## src/rtl/lpcp_pkg.sv

```systemverilog
package lpcp_pkg;

  localparam int unsigned IMAGE_WIDTH  = 640;
  localparam int unsigned IMAGE_HEIGHT = 480;

  localparam int CW     = 34;
  localparam int CSTEPS = 16;
  localparam int NW     = 60;
  localparam int DENW   = 48;
  localparam int QW     = 12;
  localparam int DSTEPS = QW + 1;

  localparam logic [15:0]        RANGE_MIN = 16'd410;
  localparam logic [15:0]        RANGE_MAX = 16'd24576;
  localparam logic signed [17:0] PI_Q      = 18'sd25736;
  localparam logic signed [17:0] TWO_PI_Q  = 18'sd51472;
  localparam logic signed [17:0] QLIM      = 18'sd6434;
  localparam logic signed [CW-1:0] CORDIC_X0 = CW'(652032874);

  localparam logic [2:0] REG_FRONT_ANGLE  = 3'd0;
  localparam logic [2:0] REG_FRONT_HEIGHT = 3'd1;
  localparam logic [2:0] REG_FRONT_SCALE  = 3'd2;
  localparam logic [2:0] REG_REAR_ANGLE   = 3'd3;
  localparam logic [2:0] REG_REAR_HEIGHT  = 3'd4;
  localparam logic [2:0] REG_REAR_SCALE   = 3'd5;

  localparam logic signed [NW-1:0] FX_K   [2] = '{NW'(708418), NW'(705052)};
  localparam logic signed [NW-1:0] CXS_K  [2] = '{NW'(64'sd310005 * 64'sd16384),
                                                  NW'(64'sd316681 * 64'sd16384)};
  localparam logic signed [NW-1:0] FY16_K [2] = '{NW'(64'sd706711 * 64'sd16),
                                                  NW'(64'sd703592 * 64'sd16)};
  localparam logic signed [NW-1:0] CY_K   [2] = '{NW'(254354), NW'(251951)};
  localparam logic signed [NW-1:0] DEN_U_K = NW'(64'sd1000 * 64'sd16384);
  localparam logic signed [NW-1:0] DEN_V_K = NW'(1000);

  function automatic logic signed [CW-1:0] atan_f(input logic [3:0] i);
    logic signed [CW-1:0] r;
    unique case (i)
      4'd0:  r = CW'(843314856);
      4'd1:  r = CW'(497837829);
      4'd2:  r = CW'(263043836);
      4'd3:  r = CW'(133525158);
      4'd4:  r = CW'(67021686);
      4'd5:  r = CW'(33543515);
      4'd6:  r = CW'(16775850);
      4'd7:  r = CW'(8388437);
      4'd8:  r = CW'(4194282);
      4'd9:  r = CW'(2097149);
      4'd10: r = CW'(1048575);
      4'd11: r = CW'(524287);
      4'd12: r = CW'(262143);
      4'd13: r = CW'(131071);
      4'd14: r = CW'(65535);
      4'd15: r = CW'(32767);
    endcase
    return r;
  endfunction

  typedef struct packed {
    logic                 act;
    logic signed [CW-1:0] x;
    logic signed [CW-1:0] y;
    logic signed [CW-1:0] z;
  } cord_cam_t;

  typedef struct packed {
    logic            last;
    logic [15:0]     pt_range;
    cord_cam_t [1:0] cam;
  } cord_t;

  typedef struct packed {
    logic [NW-1:0]   rem;
    logic [DENW-1:0] den;
    logic [QW:0]     q;
    logic            neg;
  } div_lane_t;

  typedef struct packed {
    logic            last;
    logic [1:0]      ok;
    div_lane_t [3:0] lane;
  } div_t;

endpackage

```

## src/rtl/lpcp_div_cell.sv

```systemverilog
module lpcp_div_cell (
  input  logic            clk_i,
  input  logic            rst_ni,
  input  logic [3:0]      shift_i,
  input  logic            valid_i,
  output logic            ready_o,
  input  lpcp_pkg::div_t  data_i,
  output logic            valid_o,
  input  logic            ready_i,
  output lpcp_pkg::div_t  data_o
);
  import lpcp_pkg::*;

  logic          valid_q;
  div_t          data_q, data_d;
  logic [NW-1:0] dsh [4];

  assign ready_o = !valid_q || ready_i;
  assign valid_o = valid_q;
  assign data_o  = data_q;

  always_comb begin
    data_d = data_i;
    for (int l = 0; l < 4; l++) begin
      dsh[l] = NW'(data_i.lane[l].den) << shift_i;
      if (data_i.lane[l].rem >= dsh[l]) begin
        data_d.lane[l].rem = data_i.lane[l].rem - dsh[l];
        data_d.lane[l].q   = data_i.lane[l].q | ((QW+1)'(1) << shift_i);
      end
    end
  end

  always_ff @(posedge clk_i or negedge rst_ni) begin
    if (!rst_ni) begin
      valid_q <= 1'b0;
    end else if (ready_o) begin
      valid_q <= valid_i;
    end
  end

  always_ff @(posedge clk_i) begin
    if (ready_o && valid_i) begin
      data_q <= data_d;
    end
  end

endmodule

```

## config.mk

```make
export PLATFORM = sky130hd
export DESIGN_NAME = lpcp_div_cell
export DESIGN_NICKNAME = d
export VERILOG_FILES = /design/src/rtl/lpcp_pkg.sv /design/src/rtl/lpcp_div_cell.sv
export SDC_FILE = /design/constraint.sdc
export NUM_CORES = 2
export LEC_CHECK = 0
export ABC_AREA = 0
export BUFFER_PORTS_ARGS = -buffer_cell sky130_fd_sc_hd__buf_2
export CORE_AREA = 4 4 380 382
export CTS_BUF_LIST = sky130_fd_sc_hd__clkbuf_4 sky130_fd_sc_hd__clkbuf_8
export DETAILED_ROUTE_END_ITERATION = 8
export DIE_AREA = 0 0 384 386
export SLEW_MARGIN = 10
export SYNTH_ARGS = -nofsm -noshare
export SYNTH_HDL_FRONTEND = slang
export SYNTH_SLANG_ARGS = --single-unit
```

## constraint.sdc

```tcl
create_clock -name clk_i -period 13.6 [get_ports clk_i]
set_clock_uncertainty 0.1 [all_clocks]
set_input_delay 0.68 -clock clk_i [delete_from_list [all_inputs] [get_ports clk_i]]
set_output_delay 0.68 -clock clk_i [all_outputs]
set_load 0.03 [all_outputs]
```

==> run metrics <==
Startpoint Class primary input; port bufs 991; dpl cells 7,171; critical path required time 14.02 ns; Num CTS Buffers 91; Clk pwr share 25.8%; 1st-iter DRT viols 3,918; Slew Limit Fails 0; vias in the first global route 39,308; later-pin clock latency in the skew report 0.76 ns; # nets final 6,287; internal power 3.643 mW; core area 0.1411 sq mm; share of cells above drive strength 1 24.91%; ys async rst share 0.2033%; PwrDens 119.8 mW/mm^2; switching pwr 2.490 mW; hold buffers post-CTS 154; GR Overflow Total 0; number of synthesized flops with an enable pin 491; Final period util 55.42%; first-pass GRT wire length 272,700 um; I/O Pins 992; H-tree depth 3; DR DRC count 0; CP Cell Sequence clkbuf_8 -> clkinv_2 -> buf_4 -> nor2_2 -> a21oi_1 -> nor2_1 -> a21oi_1 -> or2_2 -> ha_1 -> a21oi_1 -> nor2_1 -> o21ai_0 -> o211ai_2 -> a221oi_1 -> and3b_1 -> o31ai_2 -> a41oi_4 -> buf_4 -> mux2_2; Final Hold Fails 0; RSZ-0062 raised after global routing no; first-pass iteration count of the detailed router 7; sequential share of power 31.8%; crit path capture type flip-flop; Area Growth Syn to Fin 24.24%; Slew HR 21.64%; Mapped Cells 4,559; post-synth net total 5,318; GPL Wtd Cong 0.9665; cell mode on critical path a21oi_1; status completed; WP data arrival 7.96 ns; post-CTS sizing 0; Wirelength per Cell 25.99 um; Leak Pwr 21.58 nW; hold slack 0.1075 ns; CP Max Fanout 97; HP Class in -> reg; CTS clk-pin slew, worst paths 0.07 ns; Crit path max-delay family buffers and inverters; Cell variety after synth 87; Peak Freq 132.7 MHz; CP max stage delay 0.85 ns; setup tns final 0 ns; Starting Density 29.22%; Slowest cell on crit path clkinv_2; largest net degree at the start of global routing 158; Die Area 0.1482 sq mm; clock root cell clkbuf_8; Final min period 7.537 ns; Bufs on Longest Clock Path 3; CTS tree done; syn avg cell area 9.040 sq um; Non-Filler Instances 7,499; Clock Sink Count 492; final wirelength 194,900 um; Detail Placement HPWL 156,100 um; Buf+Inv Stages, Crit Path 4; Mapped Area 0.04121 sq mm; initial antenna violation count 33; largest area contributor in the netlist edfxtp_1; Synth warnings 0; combinational share of power 42.4%; postcts setup bufs 0; sequential area share after synthesis 35.83%; Max IR drop VDD 0.00008369 V; #FFs+latches synth 492; fill cell count 14,466; max-cap violation count 0; post-synth top area share 35.77%; Switching Share 40.60%; Total GRT Usage 24.96%; row count 138; vias 40,961; final setup fails 0; DRT antenna net count 0; DIE HEIGHT 386 um; Post-synth top flop edfxtp_1; critical path class in -> reg; Die W 384 um; drt via density 5.462; Worst-Margin Slew 1.175 ns; largest cells by area after synthesis edfxtp_1 36%, ha_1 7.8%, nand2_1 7.0%, mux4_2 6.6%, o21ai_0 5.8%
## cells in the final DEF (no fill, tap or decap), types with 31 or more instances in the layout
master / n
nand3_1: 75
o21bai_1: 103
nand2b_1: 31
nor2_1: 212
nor3_1: 53
clkbuf_8: 95
nor2b_1: 37
inv_1: 155
mux4_2: 121
xor2_1: 102
mux2i_1: 98
edfxtp_1: 491
a31oi_1: 101
a21o_1: 153
nand2_1: 768
o21ai_0: 476
nand4_1: 96
ha_1: 256
a211oi_1: 36
a21oi_1: 340
and3_1: 79
xnor2_1: 116
mux2_2: 50
dlygate4sd3_1: 154
buf_2: 987
o21a_1: 34
## cell usage after synthesis (6+ instances only)
cell type,instances
nand2_1,768
edfxtp_1,491
o21ai_0,476
a21oi_1,340
ha_1,256
nor2_1,217
clkbuf_1,197
inv_1,155
a21o_1,153
mux4_2,121
xnor2_1,116
o21bai_1,103
xor2_1,102
a31oi_1,101
mux2i_1,98
nand4_1,96
and3_1,79
nand3_1,75
nor3_1,56
mux2_2,50
buf_2,47
buf_1,46
nor2b_1,38
a211oi_1,36
o21a_1,34
nand2b_1,31
o31ai_1,18
o211ai_1,17
a22oi_1,16
or2_2,16
nor4_1,15
or3_1,15
and2_1,14
a21boi_0,13
and4_1,9
a311oi_1,8
a221oi_1,7
a22o_1,7
o22ai_1,7
a31o_2,6
o2111ai_1,6
o221ai_1,6
o22a_1,6
## power groups by stage
stage	combinational [mW]	clock, mW	sequential, mW
after global routing	2.81	1.69	1.96
after detailed placement	2.53	0	1.98
after global placement	2.54	0	1.98
final	2.60	1.58	1.95
after floorplan	1.42	0	2.29
after CTS	2.58	1.63	1.95
## through the flow
| stage | util (%) | cell area (sq um) | setup WS [ns] | total power [mW] |
|---|---|---|---|---|
| global route | 36.29 | 51190 | 5.521 | 6.461 |
| finish | 36.30 | 51200 | 6.063 | 6.133 |
| floorplan | - | 41210 | 0.4587 | 3.710 |
| global placement | 33.81 | 47700 | 5.096 | 4.513 |
| detailed placement | 33.81 | 47700 | 4.980 | 4.509 |
| CTS | 36.27 | 51160 | 5.879 | 6.159 |
## area by class of cell
type,instances,area (sq um),share of cell area [%]
Antenna cell,13,32.53,0.06353
Clock buffer,117,1460,2.852
Clock inverter,44,465.4,0.9090
Inverter,158,601.8,1.175
Multi-Input combinational cell,3611,24730,48.30
Sequential cell,492,14770,28.84
Tap cell,1890,2365,4.618
Timing Repair Buffer,1174,6778,13.24
## cells by family (layout without fill, tap and decap cells)
logic type | count (synthesis) | count (layout) | share of synthesized area [%]
compound gates | 1421 | 1421 | 21.15
xor+xnor | 218 | 218 | 4.633
fa+ha+maj | 260 | 260 | 7.966
buf+inv | 456 | 1493 | 4.375
flops | 492 | 492 | 35.83
mux | 269 | 269 | 10.36
other cells | 0 | 13 | 0
simple gates | 1443 | 1443 | 15.68
## metal layers
layer	wire (um)	vias to the layer above	track usage (%)
met3	16420	342	5.275
met4	7583	10	9.823
met2	88900	2089	40.02
li1	-	18933	-
met5	62	-	0
met1	81900	19587	32.87
## path summary, 6_finish.rpt
check,start,end,slack (ns),depth (start not counted)
max,shift_i[1],data_o[211],6.06,19
min,data_i[422],data_o[422],0.11,1
max reg2reg,valid_o,data_o[129],9.82,5
min reg2reg,valid_o,valid_o,0.47,2
max in group asynchronous,rst_ni,valid_o,12.65,3
min in group asynchronous,rst_ni,valid_o,0.65,3
## sequential cells by signal, summed over array words and instances, names as in the netlist
register  cells
data_o      491
valid_o       1
Note: power is estimated with default switching activity, not from simulation.
