**src/rtl/lpcp_pkg.sv**
```systemverilog
package lpcp_pkg;

  localparam int unsigned IMAGE_WIDTH  = 640;
  localparam int unsigned IMAGE_HEIGHT = 480;

  localparam int CW     = 34;
  localparam int CSTEPS = 16;
  localparam int NW     = 60;
  localparam int DENW   = 48;
  localparam int QW     = 12;
  localparam int DSTEPS = QW + 1;

  localparam logic [15:0]        RANGE_MIN = 16'd410;
  localparam logic [15:0]        RANGE_MAX = 16'd24576;
  localparam logic signed [17:0] PI_Q      = 18'sd25736;
  localparam logic signed [17:0] TWO_PI_Q  = 18'sd51472;
  localparam logic signed [17:0] QLIM      = 18'sd6434;
  localparam logic signed [CW-1:0] CORDIC_X0 = CW'(652032874);

  localparam logic [2:0] REG_FRONT_ANGLE  = 3'd0;
  localparam logic [2:0] REG_FRONT_HEIGHT = 3'd1;
  localparam logic [2:0] REG_FRONT_SCALE  = 3'd2;
  localparam logic [2:0] REG_REAR_ANGLE   = 3'd3;
  localparam logic [2:0] REG_REAR_HEIGHT  = 3'd4;
  localparam logic [2:0] REG_REAR_SCALE   = 3'd5;

  localparam logic signed [NW-1:0] FX_K   [2] = '{NW'(708418), NW'(705052)};
  localparam logic signed [NW-1:0] CXS_K  [2] = '{NW'(64'sd310005 * 64'sd16384),
                                                  NW'(64'sd316681 * 64'sd16384)};
  localparam logic signed [NW-1:0] FY16_K [2] = '{NW'(64'sd706711 * 64'sd16),
                                                  NW'(64'sd703592 * 64'sd16)};
  localparam logic signed [NW-1:0] CY_K   [2] = '{NW'(254354), NW'(251951)};
  localparam logic signed [NW-1:0] DEN_U_K = NW'(64'sd1000 * 64'sd16384);
  localparam logic signed [NW-1:0] DEN_V_K = NW'(1000);

  function automatic logic signed [CW-1:0] atan_f(input logic [3:0] i);
    logic signed [CW-1:0] r;
    unique case (i)
      4'd0:  r = CW'(843314856);
      4'd1:  r = CW'(497837829);
      4'd2:  r = CW'(263043836);
      4'd3:  r = CW'(133525158);
      4'd4:  r = CW'(67021686);
      4'd5:  r = CW'(33543515);
      4'd6:  r = CW'(16775850);
      4'd7:  r = CW'(8388437);
      4'd8:  r = CW'(4194282);
      4'd9:  r = CW'(2097149);
      4'd10: r = CW'(1048575);
      4'd11: r = CW'(524287);
      4'd12: r = CW'(262143);
      4'd13: r = CW'(131071);
      4'd14: r = CW'(65535);
      4'd15: r = CW'(32767);
    endcase
    return r;
  endfunction

  typedef struct packed {
    logic                 act;
    logic signed [CW-1:0] x;
    logic signed [CW-1:0] y;
    logic signed [CW-1:0] z;
  } cord_cam_t;

  typedef struct packed {
    logic            last;
    logic [15:0]     pt_range;
    cord_cam_t [1:0] cam;
  } cord_t;

  typedef struct packed {
    logic [NW-1:0]   rem;
    logic [DENW-1:0] den;
    logic [QW:0]     q;
    logic            neg;
  } div_lane_t;

  typedef struct packed {
    logic            last;
    logic [1:0]      ok;
    div_lane_t [3:0] lane;
  } div_t;

endpackage

```
**src/rtl/lpcp_cordic_cell.sv**
```systemverilog
module lpcp_cordic_cell (
  input  logic              clk_i,
  input  logic              rst_ni,
  input  logic [3:0]        iter_i,
  input  logic              valid_i,
  output logic              ready_o,
  input  lpcp_pkg::cord_t   data_i,
  output logic              valid_o,
  input  logic              ready_i,
  output lpcp_pkg::cord_t   data_o
);
  import lpcp_pkg::*;

  logic                 valid_q;
  cord_t                data_q, data_d;
  logic signed [CW-1:0] xs [2];
  logic signed [CW-1:0] ys [2];
  logic signed [CW-1:0] at;

  assign ready_o = !valid_q || ready_i;
  assign valid_o = valid_q;
  assign data_o  = data_q;
  assign at      = atan_f(iter_i);

  always_comb begin
    data_d = data_i;
    for (int k = 0; k < 2; k++) begin
      xs[k] = $signed(data_i.cam[k].x) >>> iter_i;
      ys[k] = $signed(data_i.cam[k].y) >>> iter_i;
      if (!data_i.cam[k].z[CW-1]) begin
        data_d.cam[k].x = data_i.cam[k].x - ys[k];
        data_d.cam[k].y = data_i.cam[k].y + xs[k];
        data_d.cam[k].z = data_i.cam[k].z - at;
      end else begin
        data_d.cam[k].x = data_i.cam[k].x + ys[k];
        data_d.cam[k].y = data_i.cam[k].y - xs[k];
        data_d.cam[k].z = data_i.cam[k].z + at;
      end
    end
  end

  always_ff @(posedge clk_i or negedge rst_ni) begin
    if (!rst_ni) begin
      valid_q <= 1'b0;
    end else if (ready_o) begin
      valid_q <= valid_i;
    end
  end

  always_ff @(posedge clk_i) begin
    if (ready_o && valid_i) begin
      data_q <= data_d;
    end
  end

endmodule

```
**config.mk**
```make
export PLATFORM = sky130hd
export DESIGN_NAME = lpcp_cordic_cell
export DESIGN_NICKNAME = d
export VERILOG_FILES = /design/src/rtl/lpcp_pkg.sv /design/src/rtl/lpcp_cordic_cell.sv
export SDC_FILE = /design/constraint.sdc
export NUM_CORES = 1
export LEC_CHECK = 0
export BUFFER_PORTS_ARGS = -buffer_cell sky130_fd_sc_hd__buf_2
export CELL_PAD_IN_SITES_DETAIL_PLACEMENT = 1
export CELL_PAD_IN_SITES_GLOBAL_PLACEMENT = 1
export CORE_ASPECT_RATIO = 1.25
export CORE_MARGIN = 8
export CORE_UTILIZATION = 41
export DETAILED_ROUTE_END_ITERATION = 8
export GPL_TIMING_DRIVEN = 0
export PLACE_DENSITY_LB_ADDON = 0.1
export SLEW_MARGIN = 30
export SYNTH_ARGS = -nofsm -noshare
export SYNTH_HDL_FRONTEND = slang
export SYNTH_SLANG_ARGS = --single-unit
```
**constraint.sdc**
```tcl
create_clock -name clk_i -period 6.6 [get_ports clk_i]
set_clock_uncertainty 0.2 [all_clocks]
set_input_delay 0.66 -clock clk_i [delete_from_list [all_inputs] [get_ports clk_i]]
set_output_delay 0.66 -clock clk_i [all_outputs]
set_load 0.01 [all_outputs]
```
==> summary.md <==
| Metric | Value |
|---|---|
| Vias in the first global route | 29628 |
| Fmax | 0.152 GHz |
| GR Util All Layers | 35.7% |
| Clk sinks | 224 |
| Layout Area Growth over Synthesis | 19.0% |
| Largest net degree at the start of global routing | 51 |
| Routed vias/inst | 6.52 |
| Yosys Warn Count | 0 |
| Design area | 32700 um2 |
| Worst path max stage delay | 0.43 ns |
| Die Y-Extent | 306 um |
| Crit end category | flip-flop |
| Slew headroom | 30.0% |
| Design internal power | 4.38 mW |
| Power per standard cell area | 231 nW/um2 |
| Crit path required time | 6.70 ns |
| IO Pins | 456 |
| Root Buffer | clkbuf_16 |
| Overall Power | 7.57 mW |
| Synth Area in Compound Gates | 17.9% |
| Slew Limit Fails | 0 |
| Final setup TNS | 0 ns |
| Die area | 75700 um2 |
| Placed cell count | 4183 |
| Minimum clock period after layout | 6.57 ns |
| Hold Path End | data_o[207] |
| Post-DP Area | 31000 um2 |
| Syn avg cell area | 9.61 um2 |
| Post-layout nets | 3806 |
| Via count | 27693 |
| Cell mode on critical path | buf_2 |
| Non-Filler Instances | 4245 |
| Lkg Pwr | 13.4 nW |
| Final ANT Viol Nets | 0 |
| Synthesized Nets | 3311 |
| HP Start | data_i[207] |
| CP arrival | 6.67 ns |
| FF-to-FF End | data_o[144] |
| Clk Latency, worst-skew pair | 0.56 ns |
| Post-Synth Simple-Gate Area | 12.8% |
| Mapped Cells | 2863 |
| Post-DR wirelength/cell | 33.0 um |
| GRT overflow | 0 |
| Top-area cell type share of the netlist area | 24.3% |
| Actual slew at the worst max-slew pin | 1.05 ns |
| Share of layout cells above drive strength 1 | 27.8% |
| Area occupied by multi-input gates | 20300 um2 |
| FF+latch count, synth | 224 |
| RSZ-0062 raised after global routing | no |
| Core area | 66700 um2 |
| Top FF cell, synth | edfxtp_1 |
| Clock-pin slew on the worst setup and hold paths | 0.06 ns |
| Initial antenna violation count | 11 |
| WHS Path Cells | 1 |
| Register area share after synthesis | 24.4% |
| Cell Area, Synth | 27500 um2 |
| EDFF count, synth | 223 |
| Initial Util | 41.2% |
| Final HPWL DP | 111000 um |
| Total CTS buffers | 25 |
| Seq pwr share | 27.2% |
| Synth area leader | edfxtp_1 |
| Slowest-stage cell, CP | a31oi_1 |
| Combinational share of power | 55.2% |
| DRT Pass-1 Iters | 6 |
| VDD IR max | 0.242 mV |
| Synth cell types | 86 |
| CTS tree | yes |
| Critical Path Fanout Max | 10 |
| Largest family of logic cells by synthesized area | multiplexers |
| Min-delay worst type | in -> reg |
| GPL Wtd Cong | 1.01 |
| Mux contribution to synthesized area | 20.3% |
| Adder-cell area share of the yosys netlist | 10.0% |
| Filler cells | 7701 |
| H-tree levels | 1 |
| Final hold vios | 0 |
| Final worst-path cycle share | 99.5% |
| Status | complete, no violations |
| First-pass GRT wire length | 200000 um |
| Drt initial violations | 2086 |
| Switch share | 42.1% |
| Top cells by area, synth | edfxtp_1 (24%), mux4_2 (14%), ha_1 (9.6%) |
| DRC errors left | 0 |
| WL final | 140000 um |
| Clock Power Share | 17.7% |
| Sw Pwr | 3.19 mW |
| R2R setup slack | 4.04 ns |
| Die Span X | 248 um |
| Synth Area in XOR/XNOR | 11.2% |
| R2r worst-path depth | 5 |
| PortBufs | 451 |
| Crit path launch type | input pin |
| Crit path kind | in -> reg |
| CP cell instances | buf_2, buf_4, buf_4, buf_4, buf_2, buf_2, clkbuf_2, buf_2, nand2_1, and3_1, a31oi_1, xnor2_1, ha_1, o21a_1, a21oi_1, a21oi_1, nor2_1, a211oi_4, nor3_1, nor3_1, a41oi_1, a21oi_1, xnor2_1 |
| Cell row count | 106 |
| Clock tree buffer depth | 3 |
| Worst R2R Start | valid_o |
| Final Setup Violations | 0 |
| FFs w/ async S/R, synth | 0.446% |
| FF+latch area | 6720 um2 |
| Max-cap violations | 0 |
Yosys cell counts (28+ instances only):
library cell,instances
nor2_1,233
xnor2_1,253
nand2b_1,33
mux4_2,177
ha_1,211
o21a_1,45
a21o_1,80
nand2_1,224
a211oi_1,28
edfxtp_1,223
buf_2,35
mux2_2,51
nor3_1,52
mux2i_1,98
clkbuf_1,49
nand3_1,51
xor2_1,100
inv_1,74
a31oi_1,50
o21ai_0,132
a21oi_1,282
buf_1,32
and3_1,31
nor2b_1,28
power groups by stage:
| stage | clock (mW) | combinational [mW] | sequential [mW] |
|---|---|---|---|
| finish | 1.34 | 4.17 | 2.06 |
| global route | 1.42 | 4.45 | 2.08 |
| CTS | 1.38 | 4.07 | 2.06 |
| detailed placement | 0 | 3.97 | 2.09 |
| global placement | 0 | 3.83 | 2.09 |
| floorplan | 0 | 2.47 | 2.22 |
placed cells by master (no fill, tap or decap), types with 12 or more instances in the layout:
cell,netlist,routed
and3_1,31,30
clkbuf_16,0,25
nand2_1,224,221
xnor2_1,253,249
ha_1,211,210
mux2i_1,98,89
buf_6,8,20
nand4_1,15,15
o21ai_1,2,12
o211ai_1,14,14
buf_2,35,464
o21bai_1,24,24
mux2_2,51,51
a21o_1,80,80
o21a_1,45,45
buf_1,32,12
a31o_2,13,13
a211oi_1,28,24
nor2_1,233,227
nand3_1,51,47
and2_1,21,20
nand2b_1,33,33
clkbuf_1,49,24
a31oi_1,50,47
o21ai_0,132,120
nor2b_1,28,26
clkbuf_2,0,16
a21oi_1,282,273
buf_12,0,14
buf_4,6,31
mux4_2,177,177
xor2_1,100,99
inv_1,74,73
nor3_1,52,48
edfxtp_1,223,223
or3_1,12,12
how the worst max path moves through the flow:
stage / start / end
final: iter_i[1] / data_o[67]
after global routing: iter_i[1] / data_o[67]
after CTS: iter_i[0] / data_o[203]
after detailed placement: iter_i[2] / data_o[203]
after global placement: iter_i[2] / data_o[203]
after floorplan: iter_i[3] / data_o[203]
registers in the layout (all words and copies together) (netlist names):
signal	flops
data_o	223
valid_o	1
kinds of logic after synthesis:
family | Yosys count
AOI/OAI and AO/OA | 783
xor gates and xnor gates | 353
adders and majority gates | 217
buffers and inverters | 208
DFF | 224
muxes | 329
and+or+nand+nor | 749
worst max-delay path: cells and delay by family:
family	cells	cell delay [ns]
xor gates and xnor gates	2	0.35
AOI/OAI and AO/OA	7	1.79
and+or+nand+nor	5	0.86
adders and majority gates	1	0.40
buffers and inverters	8	2.58
area by class of cell:
type	instances	area share, %
multi-input combinational	2431	62.0
sequential	224	20.5
timing repair buffer	470	7.57
buffer	128	3.33
tap	864	3.30
clock buffer	31	1.98
inverter	78	0.906
clock inverter	11	0.287
antenna	8	0.0611
what timing repair did:
item,4_1_cts,5_1_grt
pin swaps,3,10
setup buffers,2,11
endpoints found under the hold margin,1,0
setup endpoints to repair,168,47
hold buffers,1,0
resized for setup,193,101
layer usage:
layer	global-route usage (%)	vias up	part of all wire, %
met1	39.3	13867	36
met5	0	-	0.029
met3	7.63	514	7.7
li1	-	11905	-
met2	61.5	1401	49
met4	23.0	6	7.6
stage by stage:
stage	setup slack [ns]	utilization, %	hold slack, ns
2_1_floorplan	0.00542	-	0.164
3_3_place_gp	-3.94	46.2	0.235
3_5_place_dp	-4.01	46.4	0.244
4_1_cts	-0.0678	48.4	0.0286
5_1_grt	0.0105	49.1	0.0433
6_report	0.0341	49.1	0.0690
(Power assumes the default switching activity.)
